### src/hw/rtl/ps2mt_pkg.sv
package ps2mt_pkg;

  localparam int unsigned CoordWidthDefault = 12;
  localparam int unsigned BoundW = 13;

  localparam logic [BoundW-1:0] BoundWidthReset  = 13'd640;
  localparam logic [BoundW-1:0] BoundHeightReset = 13'd480;
  localparam int unsigned PosXReset = 320;
  localparam int unsigned PosYReset = 240;

  localparam logic [1:0] FuncByte   = 2'd0;
  localparam logic [1:0] FuncReport = 2'd1;
  localparam logic [1:0] FuncSet    = 2'd2;

  localparam logic CfgBoundWidth  = 1'b0;
  localparam logic CfgBoundHeight = 1'b1;

  localparam logic [7:0] HdrAlwaysOne = 8'h08;
  localparam logic [7:0] HdrBtnMask   = 8'h07;
  localparam logic [7:0] HdrXSign     = 8'h10;
  localparam logic [7:0] HdrYSign     = 8'h20;
  localparam logic [7:0] HdrOvfMask   = 8'hC0;

  localparam logic [1:0] IdxHeader = 2'd0;
  localparam logic [1:0] IdxXMove  = 2'd1;
  localparam logic [1:0] IdxYMove  = 2'd2;

  typedef enum logic [2:0] {
    StStored  = 3'd0,
    StApplied = 3'd1,
    StOvfDrop = 3'd2,
    StResync  = 3'd3,
    StNotAux  = 3'd4,
    StInject  = 3'd5,
    StSet     = 3'd6
  } status_e;

  typedef struct packed {
    logic [1:0]         func;
    logic [7:0]         data_byte;
    logic               from_aux;
    logic [7:0]         inject_buttons;
    logic signed [15:0] delta_x;
    logic signed [15:0] delta_y;
    logic signed [15:0] new_x;
    logic signed [15:0] new_y;
  } item_t;

endpackage

### src/hw/rtl/ps2mt_clamp.sv
module ps2mt_clamp #(
  parameter int unsigned COORD_WIDTH = ps2mt_pkg::CoordWidthDefault,
  localparam int unsigned SumW = ((COORD_WIDTH > 16) ? COORD_WIDTH : 16) + 2
) (
  input  logic signed [SumW-1:0]            value_i,
  input  logic [ps2mt_pkg::BoundW-1:0]      bound_i,
  output logic [COORD_WIDTH-1:0]            coord_o
);

  localparam int unsigned LimInt = 1 << COORD_WIDTH;
  localparam logic signed [SumW-1:0] Lim = SumW'(LimInt);

  logic signed [SumW-1:0] bound_ext;
  logic signed [SumW-1:0] bound_sat;
  logic signed [SumW-1:0] hi;

  always_comb begin
    bound_ext = SumW'(bound_i);
    if (bound_ext == '0) begin
      bound_sat = SumW'(1);
    end else if (bound_ext > Lim) begin
      bound_sat = Lim;
    end else begin
      bound_sat = bound_ext;
    end
    hi = bound_sat - SumW'(1);
    if (value_i < 0) begin
      coord_o = '0;
    end else if (value_i > hi) begin
      coord_o = hi[COORD_WIDTH-1:0];
    end else begin
      coord_o = value_i[COORD_WIDTH-1:0];
    end
  end

endmodule

### src/hw/rtl/ps2mt_tracker.sv
module ps2mt_tracker #(
  parameter int unsigned COORD_WIDTH = ps2mt_pkg::CoordWidthDefault
) (
  input  logic                          clk_i,
  input  logic                          rst_ni,
  input  logic                          step_i,
  input  ps2mt_pkg::item_t              item_i,
  input  logic [ps2mt_pkg::BoundW-1:0]  bound_w_i,
  input  logic [ps2mt_pkg::BoundW-1:0]  bound_h_i,
  output logic [COORD_WIDTH-1:0]        pos_x_o,
  output logic [COORD_WIDTH-1:0]        pos_y_o,
  output logic [2:0]                    buttons_o,
  output ps2mt_pkg::status_e            status_o
);

  localparam int unsigned SumW = ((COORD_WIDTH > 16) ? COORD_WIDTH : 16) + 2;

  logic [1:0]             byte_index_q, byte_index_d;
  logic [7:0]             header_q, header_d;
  logic [7:0]             xmove_q, xmove_d;
  logic [COORD_WIDTH-1:0] pos_x_q, pos_y_q;
  logic [2:0]             buttons_q, buttons_d;
  logic                   upd_pos;

  logic signed [8:0]      dx9, dy9;
  logic signed [SumW-1:0] pos_x_ext, pos_y_ext;
  logic signed [SumW-1:0] val_x, val_y;
  logic [COORD_WIDTH-1:0] clamp_x, clamp_y;

  assign dx9 = $signed({header_q[4], xmove_q});
  assign dy9 = $signed({header_q[5], item_i.data_byte});
  assign pos_x_ext = SumW'($signed({1'b0, pos_x_q}));
  assign pos_y_ext = SumW'($signed({1'b0, pos_y_q}));

  always_comb begin
    byte_index_d = byte_index_q;
    header_d     = header_q;
    xmove_d      = xmove_q;
    buttons_d    = buttons_q;
    upd_pos      = 1'b0;
    val_x        = pos_x_ext;
    val_y        = pos_y_ext;
    status_o     = ps2mt_pkg::StNotAux;
    unique case (item_i.func)
      ps2mt_pkg::FuncByte: begin
        if (item_i.from_aux) begin
          unique case (byte_index_q)
            ps2mt_pkg::IdxHeader: begin
              if ((item_i.data_byte & ps2mt_pkg::HdrAlwaysOne) != '0) begin
                header_d     = item_i.data_byte;
                byte_index_d = ps2mt_pkg::IdxXMove;
                status_o     = ps2mt_pkg::StStored;
              end else begin
                status_o = ps2mt_pkg::StResync;
              end
            end
            ps2mt_pkg::IdxXMove: begin
              xmove_d      = item_i.data_byte;
              byte_index_d = ps2mt_pkg::IdxYMove;
              status_o     = ps2mt_pkg::StStored;
            end
            default: begin
              byte_index_d = ps2mt_pkg::IdxHeader;
              buttons_d    = 3'(header_q & ps2mt_pkg::HdrBtnMask);
              val_x        = pos_x_ext + SumW'(dx9);
              val_y        = pos_y_ext - SumW'(dy9);
              if ((header_q & ps2mt_pkg::HdrOvfMask) != '0) begin
                status_o = ps2mt_pkg::StOvfDrop;
              end else begin
                upd_pos  = 1'b1;
                status_o = ps2mt_pkg::StApplied;
              end
            end
          endcase
        end
      end
      ps2mt_pkg::FuncReport: begin
        buttons_d = item_i.inject_buttons[2:0];
        val_x     = pos_x_ext + SumW'(item_i.delta_x);
        val_y     = pos_y_ext + SumW'(item_i.delta_y);
        upd_pos   = 1'b1;
        status_o  = ps2mt_pkg::StInject;
      end
      ps2mt_pkg::FuncSet: begin
        val_x    = SumW'(item_i.new_x);
        val_y    = SumW'(item_i.new_y);
        upd_pos  = 1'b1;
        status_o = ps2mt_pkg::StSet;
      end
      default: begin
        status_o = ps2mt_pkg::StNotAux;
      end
    endcase
  end

  ps2mt_clamp #(.COORD_WIDTH(COORD_WIDTH)) u_clamp_x (
    .value_i (val_x),
    .bound_i (bound_w_i),
    .coord_o (clamp_x)
  );

  ps2mt_clamp #(.COORD_WIDTH(COORD_WIDTH)) u_clamp_y (
    .value_i (val_y),
    .bound_i (bound_h_i),
    .coord_o (clamp_y)
  );

  assign pos_x_o   = upd_pos ? clamp_x : pos_x_q;
  assign pos_y_o   = upd_pos ? clamp_y : pos_y_q;
  assign buttons_o = buttons_d;

  always_ff @(posedge clk_i or negedge rst_ni) begin
    if (!rst_ni) begin
      byte_index_q <= ps2mt_pkg::IdxHeader;
      pos_x_q      <= COORD_WIDTH'(ps2mt_pkg::PosXReset);
      pos_y_q      <= COORD_WIDTH'(ps2mt_pkg::PosYReset);
      buttons_q    <= '0;
    end else if (step_i) begin
      byte_index_q <= byte_index_d;
      pos_x_q      <= pos_x_o;
      pos_y_q      <= pos_y_o;
      buttons_q    <= buttons_d;
    end
  end

  always_ff @(posedge clk_i) begin
    if (step_i) begin
      header_q <= header_d;
      xmove_q  <= xmove_d;
    end
  end

endmodule

### src/hw/rtl/ps2_mouse_packet_tracker_core.sv
// An accepted input word goes to the input register, its result to the result register.
// Throughput: one word per cycle while the master side is ready; the tracker state
// updates as a word moves from the input register to the result register.
// Reset: asynchronous, active low; position 320/240, buttons zero, packet index zero,
// bounds 640/480, both stages empty.
module ps2_mouse_packet_tracker_core #(
  parameter int unsigned COORD_WIDTH = ps2mt_pkg::CoordWidthDefault,
  localparam int unsigned OutDataW = ((2 * COORD_WIDTH + 3 + 7) / 8) * 8
) (
  input  logic                          clk_i,
  input  logic                          rst_ni,
  input  logic                          cfg_we_i,
  input  logic                          cfg_idx_i,
  input  logic [ps2mt_pkg::BoundW-1:0]  cfg_data_i,
  input  logic                          s_axis_tvalid_i,
  output logic                          s_axis_tready_o,
  // data_byte, from_aux, inject_buttons, delta_x, delta_y, new_x, new_y, zero pad
  input  logic [87:0]                   s_axis_tdata_i,
  // func
  input  logic [1:0]                    s_axis_tuser_i,
  output logic                          m_axis_tvalid_o,
  input  logic                          m_axis_tready_i,
  // pos_x_out, pos_y_out, buttons_out, zero pad
  output logic [OutDataW-1:0]           m_axis_tdata_o,
  // status
  output logic [2:0]                    m_axis_tuser_o
);

  localparam int unsigned PadW = OutDataW - (2 * COORD_WIDTH + 3);

  logic [ps2mt_pkg::BoundW-1:0] bound_w_q, bound_h_q;
  logic                         in_valid_q, out_valid_q;
  ps2mt_pkg::item_t             item_q;
  logic                         advance;

  logic [COORD_WIDTH-1:0] pos_x, pos_y;
  logic [2:0]             buttons;
  ps2mt_pkg::status_e     status;

  logic [COORD_WIDTH-1:0] out_x_q, out_y_q;
  logic [2:0]             out_btn_q;
  logic [2:0]             out_st_q;

  assign advance         = in_valid_q && (!out_valid_q || m_axis_tready_i);
  assign s_axis_tready_o = !in_valid_q || advance;

  always_ff @(posedge clk_i or negedge rst_ni) begin
    if (!rst_ni) begin
      bound_w_q <= ps2mt_pkg::BoundWidthReset;
      bound_h_q <= ps2mt_pkg::BoundHeightReset;
    end else if (cfg_we_i) begin
      unique case (cfg_idx_i)
        ps2mt_pkg::CfgBoundWidth:  bound_w_q <= cfg_data_i;
        ps2mt_pkg::CfgBoundHeight: bound_h_q <= cfg_data_i;
        default: ;
      endcase
    end
  end

  always_ff @(posedge clk_i or negedge rst_ni) begin
    if (!rst_ni) begin
      in_valid_q  <= 1'b0;
      out_valid_q <= 1'b0;
    end else begin
      if (s_axis_tready_o) begin
        in_valid_q <= s_axis_tvalid_i;
      end
      if (advance) begin
        out_valid_q <= 1'b1;
      end else if (m_axis_tready_i) begin
        out_valid_q <= 1'b0;
      end
    end
  end

  always_ff @(posedge clk_i) begin
    if (s_axis_tready_o && s_axis_tvalid_i) begin
      item_q.func           <= s_axis_tuser_i;
      item_q.data_byte      <= s_axis_tdata_i[7:0];
      item_q.from_aux       <= s_axis_tdata_i[8];
      item_q.inject_buttons <= s_axis_tdata_i[16:9];
      item_q.delta_x        <= s_axis_tdata_i[32:17];
      item_q.delta_y        <= s_axis_tdata_i[48:33];
      item_q.new_x          <= s_axis_tdata_i[64:49];
      item_q.new_y          <= s_axis_tdata_i[80:65];
    end
    if (advance) begin
      out_x_q   <= pos_x;
      out_y_q   <= pos_y;
      out_btn_q <= buttons;
      out_st_q  <= status;
    end
  end

  ps2mt_tracker #(.COORD_WIDTH(COORD_WIDTH)) u_tracker (
    .clk_i     (clk_i),
    .rst_ni    (rst_ni),
    .step_i    (advance),
    .item_i    (item_q),
    .bound_w_i (bound_w_q),
    .bound_h_i (bound_h_q),
    .pos_x_o   (pos_x),
    .pos_y_o   (pos_y),
    .buttons_o (buttons),
    .status_o  (status)
  );

  assign m_axis_tvalid_o = out_valid_q;
  assign m_axis_tdata_o  = {{PadW{1'b0}}, out_btn_q, out_y_q, out_x_q};
  assign m_axis_tuser_o  = out_st_q;

endmodule
### config.mk
export PLATFORM = sky130hd
export DESIGN_NAME = ps2_mouse_packet_tracker_core
export DESIGN_NICKNAME = d
export VERILOG_FILES = /design/src/hw/rtl/ps2mt_pkg.sv /design/src/hw/rtl/ps2mt_clamp.sv /design/src/hw/rtl/ps2mt_tracker.sv /design/src/hw/rtl/ps2_mouse_packet_tracker_core.sv
export SDC_FILE = /design/constraint.sdc
export NUM_CORES = 1
export LEC_CHECK = 0
export BUFFER_PORTS_ARGS = -buffer_cell sky130_fd_sc_hd__buf_2
export CAP_MARGIN = 10
export CELL_PAD_IN_SITES_DETAIL_PLACEMENT = 0
export CELL_PAD_IN_SITES_GLOBAL_PLACEMENT = 1
export CORE_MARGIN = 2
export CORE_UTILIZATION = 47
export CTS_CLUSTER_SIZE = 24
export DETAILED_ROUTE_END_ITERATION = 7
export PLACE_DENSITY_LB_ADDON = 0.1
export SLEW_MARGIN = 40
export SYNTH_ARGS = -nofsm -noshare
export SYNTH_HDL_FRONTEND = slang
export SYNTH_HIERARCHICAL = 1
export SYNTH_SLANG_ARGS = --single-unit
### constraint.sdc
create_clock -name clk_i -period 4.9 [get_ports clk_i]
set_input_delay 0.49 -clock clk_i [delete_from_list [all_inputs] [get_ports clk_i]]
set_output_delay 0.49 -clock clk_i [all_outputs]
set_load 0.01 [all_outputs]
# After elaboration in Yosys (flattened, before gate mapping)

Index checks and enable logic that the tools add are counted.
W data, S select, Z words.

Bitwise gates (word level): 1
Reduce and logical (&&, ||, !) cells: 19
$lt $le $gt $ge: 6
Add/subtract/negate cells: 6
Eq/ne operators: 4
Mux-type cells: 32

Operators with widths:

| operator                | number |
|---|---|
| $pmux W18 S3            | 2 |
| $mux W12                | 6 |
| $mux W18                | 4 |
| $mux W13                | 4 |
| $gt A18 B18 Y1          | 2 |
| $lt A18 B1 Y1 const B   | 2 |
| $sub A18 B2 Y18 const B | 2 |
| $add A13 B16 Y17        | 2 |
| $gt A13 B13 Y1 const B  | 2 |
| $logic_not A13 Y1       | 2 |
| $add A13 B9 Y14         | 1 |
| $sub A13 B9 Y14         | 1 |
| $pmux W3 S2             | 2 |
| $mux W3                 | 3 |
| $pmux W3 S3             | 1 |
| $reduce_and A4 Y1       | 2 |
| $reduce_bool A8 Y1      | 1 |
| $mux W2                 | 3 |
| $mux W1                 | 5 |
| $reduce_and A5 Y1       | 1 |
| $eq A2 B1 Y1 const B    | 2 |
| $logic_not A2 Y1        | 2 |
| $pmux W2 S2             | 1 |
| $reduce_and A2 Y1       | 2 |
| 9 further kinds         | 13 |

Bits of input ports: 109
Register bits after elaboration: 180

# Logic depth before layout (Yosys ltp)

Depth in word-level cells: 9
Depth in mapped cells: 23

# Cells and area by module

The synthesis kept the hierarchy.

By module, submodules not included:

| module                            | cells each | area each (um2) | times used |
|---|---|---|---|
| ps2mt_tracker                     | 603        | 5,298.8         | 1 |
| ps2_mouse_packet_tracker_core     | 183        | 4,556.9         | 1 |
| ps2mt_clamp (u_tracker.u_clamp_y) | 149        | 1,071.0         | 1 |
| ps2mt_clamp (u_tracker.u_clamp_x) | 144        | 1,019.7         | 1 |

# Worst setup path after synthesis

Ideal clock, no wire load.

Kind: reg-to-reg
From: register u_tracker.pos_y_q[0]
To: register out_y_q[2] (data pin)
Data required time: 4.640 ns
Stages on the path, launching flop included: 18
Slack: 0.369 ns
Data arrival time: 4.271 ns
Buffers on the path: 1
Path through: dfrtp_1 > ha_1 > inv_1 > fa_1 > nor2b_1 > o31a_1 > o211ai_2 > a32oi_1 > a41o_1 > a31oi_1 > ha_1 > nand4_2 > or3_1 > o221ai_1 > mux2i_1 > buf_6 > mux2_4 > mux2_2

Cells in the longest elaborated chain, start to end: 8
Elaborated cells on any way between the ends: 10
Those cells by class: 2 x add/sub; 2 x order compare; 6 x mux

Ends and longest elaborated chain:

| item                           | RTL line                            | text |
|---|---|---|
| start, declared                | ps2mt_tracker.sv:21                 | `logic [COORD_WIDTH-1:0] pos_x_q, pos_y_q;` |
| start signal, assigned         | ps2mt_tracker.sv:116                | `pos_y_q <= COORD_WIDTH'(ps2mt_pkg::PosYReset);` |
| start signal, assigned         | ps2mt_tracker.sv:121                | `pos_y_q <= pos_y_o;` |
| $sub A13 B9 Y14                | ps2mt_tracker.sv:66                 | `val_y = pos_y_ext - SumW'(dy9);` |
| $mux W18                       | ps2mt_tracker.sv:47                 | `unique case (byte_index_q)` |
| $mux W18                       | ps2mt_tracker.sv:46                 | `if (item_i.from_aux) begin` |
| $pmux W18 S3 (*)               | ps2mt_tracker.sv:44                 | `unique case (item_i.func)` |
| named net u_tracker.val_y[16]  | ps2mt_tracker.sv:27                 | `logic signed [SumW-1:0] val_x, val_y;` |
| $gt A18 B18 Y1                 | ps2mt_clamp.sv:29                   | `end else if (value_i > hi) begin` |
| $mux W12                       | ps2mt_clamp.sv:29                   |  |
| $mux W12 (*)                   | ps2mt_clamp.sv:27                   | `if (value_i < 0) begin` |
| named net u_tracker.clamp_y[2] | ps2mt_tracker.sv:28                 | `logic [COORD_WIDTH-1:0] clamp_x, clamp_y;` |
| $mux W12 (*)                   | ps2mt_tracker.sv:109                | `assign pos_y_o = upd_pos ? clamp_y : pos_y_q;` |
| named net pos_y[2]             | ps2_mouse_packet_tracker_core.sv:36 | `logic [COORD_WIDTH-1:0] pos_x, pos_y;` |
| end signal, assigned           | ps2_mouse_packet_tracker_core.sv:89 | `out_y_q <= pos_y;` |
| end, declared                  | ps2_mouse_packet_tracker_core.sv:40 | `logic [COORD_WIDTH-1:0] out_x_q, out_y_q;` |

The timed path passes the listed nets; every way through them passes the cells marked *.
A chain may end at the register's enable or synchronous reset.

# Final worst setup path

From: register u_tracker.xmove_q[0]
To: register out_x_q[2] (data pin)

Cells in the longest elaborated chain, start to end: 8
Elaborated cells on any way between the ends: 9
Those cells by class: 1 x add/sub; 2 x order compare; 6 x mux

Ends and longest elaborated chain:

| item                           | RTL line                            | text |
|---|---|---|
| start, declared                | ps2mt_tracker.sv:20                 | `logic [7:0] xmove_q, xmove_d;` |
| start signal, assigned         | ps2mt_tracker.sv:129                | `xmove_q <= xmove_d;` |
| $add A13 B9 Y14 (*)            | ps2mt_tracker.sv:65                 | `val_x = pos_x_ext + SumW'(dx9);` |
| $mux W18 (*)                   | ps2mt_tracker.sv:47                 |  |
| $mux W18 (*)                   | ps2mt_tracker.sv:46                 |  |
| $pmux W18 S3 (*)               | ps2mt_tracker.sv:44                 |  |
| named net u_tracker.val_x[10]  | ps2mt_tracker.sv:27                 |  |
| $gt A18 B18 Y1                 | ps2mt_clamp.sv:29                   |  |
| $mux W12                       | ps2mt_clamp.sv:29                   |  |
| $mux W12 (*)                   | ps2mt_clamp.sv:27                   |  |
| named net u_tracker.clamp_x[2] | ps2mt_tracker.sv:28                 |  |
| $mux W12 (*)                   | ps2mt_tracker.sv:108                | `assign pos_x_o = upd_pos ? clamp_x : pos_x_q;` |
| named net pos_x[2]             | ps2_mouse_packet_tracker_core.sv:36 |  |
| end signal, assigned           | ps2_mouse_packet_tracker_core.sv:88 | `out_x_q <= pos_x;` |
| end, declared                  | ps2_mouse_packet_tracker_core.sv:40 |  |

Marks and branches as above.

==> impl_summary.txt <==
----------------------------------------------------
[CTS]
  Clk Tree Root Cell ... clkbuf_16
  Clk_lat worst skew ... 0.45 ns
  Number of sinks driven by the clock tree ... 180
  CTS max path bufs ... 2
  Clock transition at the register clock pins on the worst setup and hold paths after CTS ... 0.08 ns
  Inserted Clock Buffers ... 17
  CTS tree ... done
  Post-CTS Hold Fix Bufs ... 0
  Number of H-tree levels ... 4

[Global routing]
  GRT overflow ... 0
  Vias in the first global route ... 8878
  Layer carrying the most global-route usage ... met2
  Global routing usage on met2 ... 43.0%
  Pin count of the biggest net entering global routing ... 58
  Number of antenna violations at the first check in global routing ... 0
  GR Util met1 ... 35.1%
  Total global-route track usage ... 25.4%
  First-pass GRT wire length ... 50900 µm
  Met3 Track Usage GR ... 3.13%

[Power]
  Static leakage power ... 5.80 nW
  Total design power ... 0.00711 W
  Net switching power ... 0.00291 W
  Design internal power ... 0.00419 W
  Relative contribution of sequential cells to total power ... 31.7%
  Largest vdd supply drop ... 273 µV
  Switching fraction of total power ... 41.0%
  Part of the power in combinational logic ... 47.3%
  Cell area power density ... 508 mW/mm²
  Portion of total power attributed to the clock network ... 21.0%

[Run]
  Max-cap check violation count ... 0

[Worst setup path]
  Worst Path Max Fanout ... 5
  Worst path arrival time ... 4.93 ns
  Reg-to-reg startpoint ... u_tracker/xmove_q[0]
  Type of element capturing the critical path ... register
  R2R depth ... 17
  Data required time of the critical path ... 5.10 ns
  Kind of start point of the critical path ... register
  Reg-to-reg critical path endpoint ... out_x_q[2]
  Flop2flop setup slack ... 0.16 ns
  Critical setup path kind ... register to register

[STA]
  Count of final max-slew check failures ... 0
  Setup-violating endpoint count in the final report ... 0
  Normalized max-slew margin ... 52.8%
  RSZ-0062 raised after global routing ... yes
  Worst-margin pin slew ... 0.708 ns
  Achievable clock frequency ... 0.211 GHz
  Final critical-path share of the clock period ... 96.7%
  Final Skew ... 0.0142 ns
  Worst path setup slack after routing ... 0.161 ns
  Total Neg Setup Slack ... 0 ns
  Final hold violations ... 0
  Smallest hold slack ... 0.138 ns
  Min cycle time layout ... 4.74 ns

[Floorplan]
  Number of top-level pins ... 146
  Site Rows ... 57
  Die H ... 162 µm
  Die Area ... 0.0264 mm²
  Std-Cell Core Area ... 0.0245 mm²
  Starting density of the core ... 48.2%
  Die X ... 162 µm

[Routing]
  Pre-Repair DR Iteration Count ... 7
  Initial drt markers ... 768
  Post-detailed-route DRC marker count ... 0
  Post-DR vias/cell ... 5.81
  Vias ... 9232
  Routed len/inst ... 20.8 µm
  Overall routed net length ... 33000 µm
  Remaining number of nets flagged by the antenna check after routing ... 0

[Final layout]
  Nets@finish ... 1457
  Fraction of final layout cells sized beyond drive strength 1 ... 30.9%
  Diodes inserted ... 0
  Post-layout instance area ... 0.0140 mm²
  Area Growth Syn to Fin ... 18.7%

[Hold path]
  Type of the worst min-delay path ... input port to asynchronous set/reset pin

[Place]
  Count of input and output buffers ... 128
  Placed Instance Area ... 0.0131 mm²
  RD Place Congestion ... 0.913
  Placement Setup Slack ... -0.0280 ns
  HPWL Detailed ... 24700 µm

[Logic synthesis]
  Mean post-synth cell area ... 11.0 µm²
  Summed instance area of the synthesized netlist ... 0.0118 mm²
  Instance count of the mapped netlist ... 1074
  Synth Warn # ... 6

[Run status]
  Run status ... finished, final reports clean

----------------------------------------------------
==> power by group through the flow <==
stage	registers, W	logic [W]	clock network, W
after floorplan	0.00218	0.00228	0
after global placement	0.00227	0.00312	0
after detailed placement	0.00227	0.00313	0
after CTS	0.00225	0.00316	0.00152
after global routing	0.00228	0.00371	0.00158
final	0.00225	0.00336	0.00149
==> final cells by class <==
type	instances	area (µm²)
Clock buffer	17	425
Inverter	38	143
Tap cell	324	405
Sequential cell	180	5140
Multi-Input combinational cell	819	6490
Timing Repair Buffer	196	1180
Clock inverter	15	221
Fill cell	2131	10500
==> through the flow <==
stage,util [%],instances
after floorplan,-,1082
after global placement,53.6,1552
after global routing,57.2,1589
final,57.2,1589
after detailed placement,53.7,1552
after CTS,56.3,1584
==> routing by layer <==
| layer | vias up | routed length, µm |
|---|---|---|
| li1 | 4479 | - |
| met1 | 4449 | 15200 |
| met2 | 274 | 15900 |
| met3 | 30 | 1430 |
| met4 | 0 | 440 |
| met5 | - | 0 |
==> state kept, by name, indices dropped and copies added, names as in the netlist, 8 cells and up <==
register	flops
item_q	78
bound_h_q	13
bound_w_q	13
out_x_q	12
out_y_q	12
u_tracker/pos_x_q	12
u_tracker/pos_y_q	12
u_tracker/xmove_q	8
==> timing repair <==
item	CTS	global route
pin swaps	1	14
setup endpoints to repair	5	43
gates resized for setup	0	48
setup buffers	0	5
==> how the worst max path moves through the flow <==
stage	start	to	slack, ns	cells past startpoint
after CTS	u_tracker/pos_x_q[0]	out_x_q[0]	0.009	16
final	u_tracker/xmove_q[0]	out_x_q[2]	0.16	17
after detailed placement	u_tracker/pos_x_q[0]	out_x_q[0]	-0.03	16
after global routing	u_tracker/pos_x_q[2]	out_x_q[2]	-0.13	16
after global placement	u_tracker/pos_x_q[0]	out_x_q[0]	0.08	16
after floorplan	u_tracker/pos_y_q[0]	out_y_q[2]	0.37	17
==> placed cells by master (no fill, tap or decap), types with 6 or more instances in the layout <==
cell type and n:
xnor2_1 30, a222oi_1 9, xor2_1 14, mux2i_1 12, conb_1 11, nand2b_1 10
a21o_1 18, a21oi_1 57, a22oi_1 9, buf_2 128, clkbuf_16 17, a211oi_2 6
inv_12 6, and2_1 7, nor2_1 56, nor3_1 21, o21a_1 11, nand2_1 71
mux2_4 14, dfstp_2 12, o211ai_1 12, dfrtp_1 44, nand4_1 8, ha_1 89
nor2b_1 17, a31oi_1 18, mux2_2 65, or2_2 6, nand3_1 16, inv_1 36
o21bai_1 6, edfxtp_1 123, and3_1 6, a211oi_1 8, buf_4 65, a221oi_1 6
o21ai_1 15, o21ai_0 59
==> worst max-delay path, stage by stage (launching register included) <==
cell and delay, ns:
edfxtp_1 0.39, ha_2 0.22, fa_2 0.37, a211oi_2 0.29, o21bai_2 0.11, a221oi_2 0.27, xnor2_1 0.11, a222oi_1 0.38
o21ai_1 0.21, ha_1 0.36, nand3_2 0.09, nor4_4 0.38, o31ai_4 0.15, a311oi_4 0.41, buf_4 0.20, o21ai_0 0.09
o311a_1 0.20, mux2_2 0.27
No activity file was read; power rests on OpenSTA's default activity.
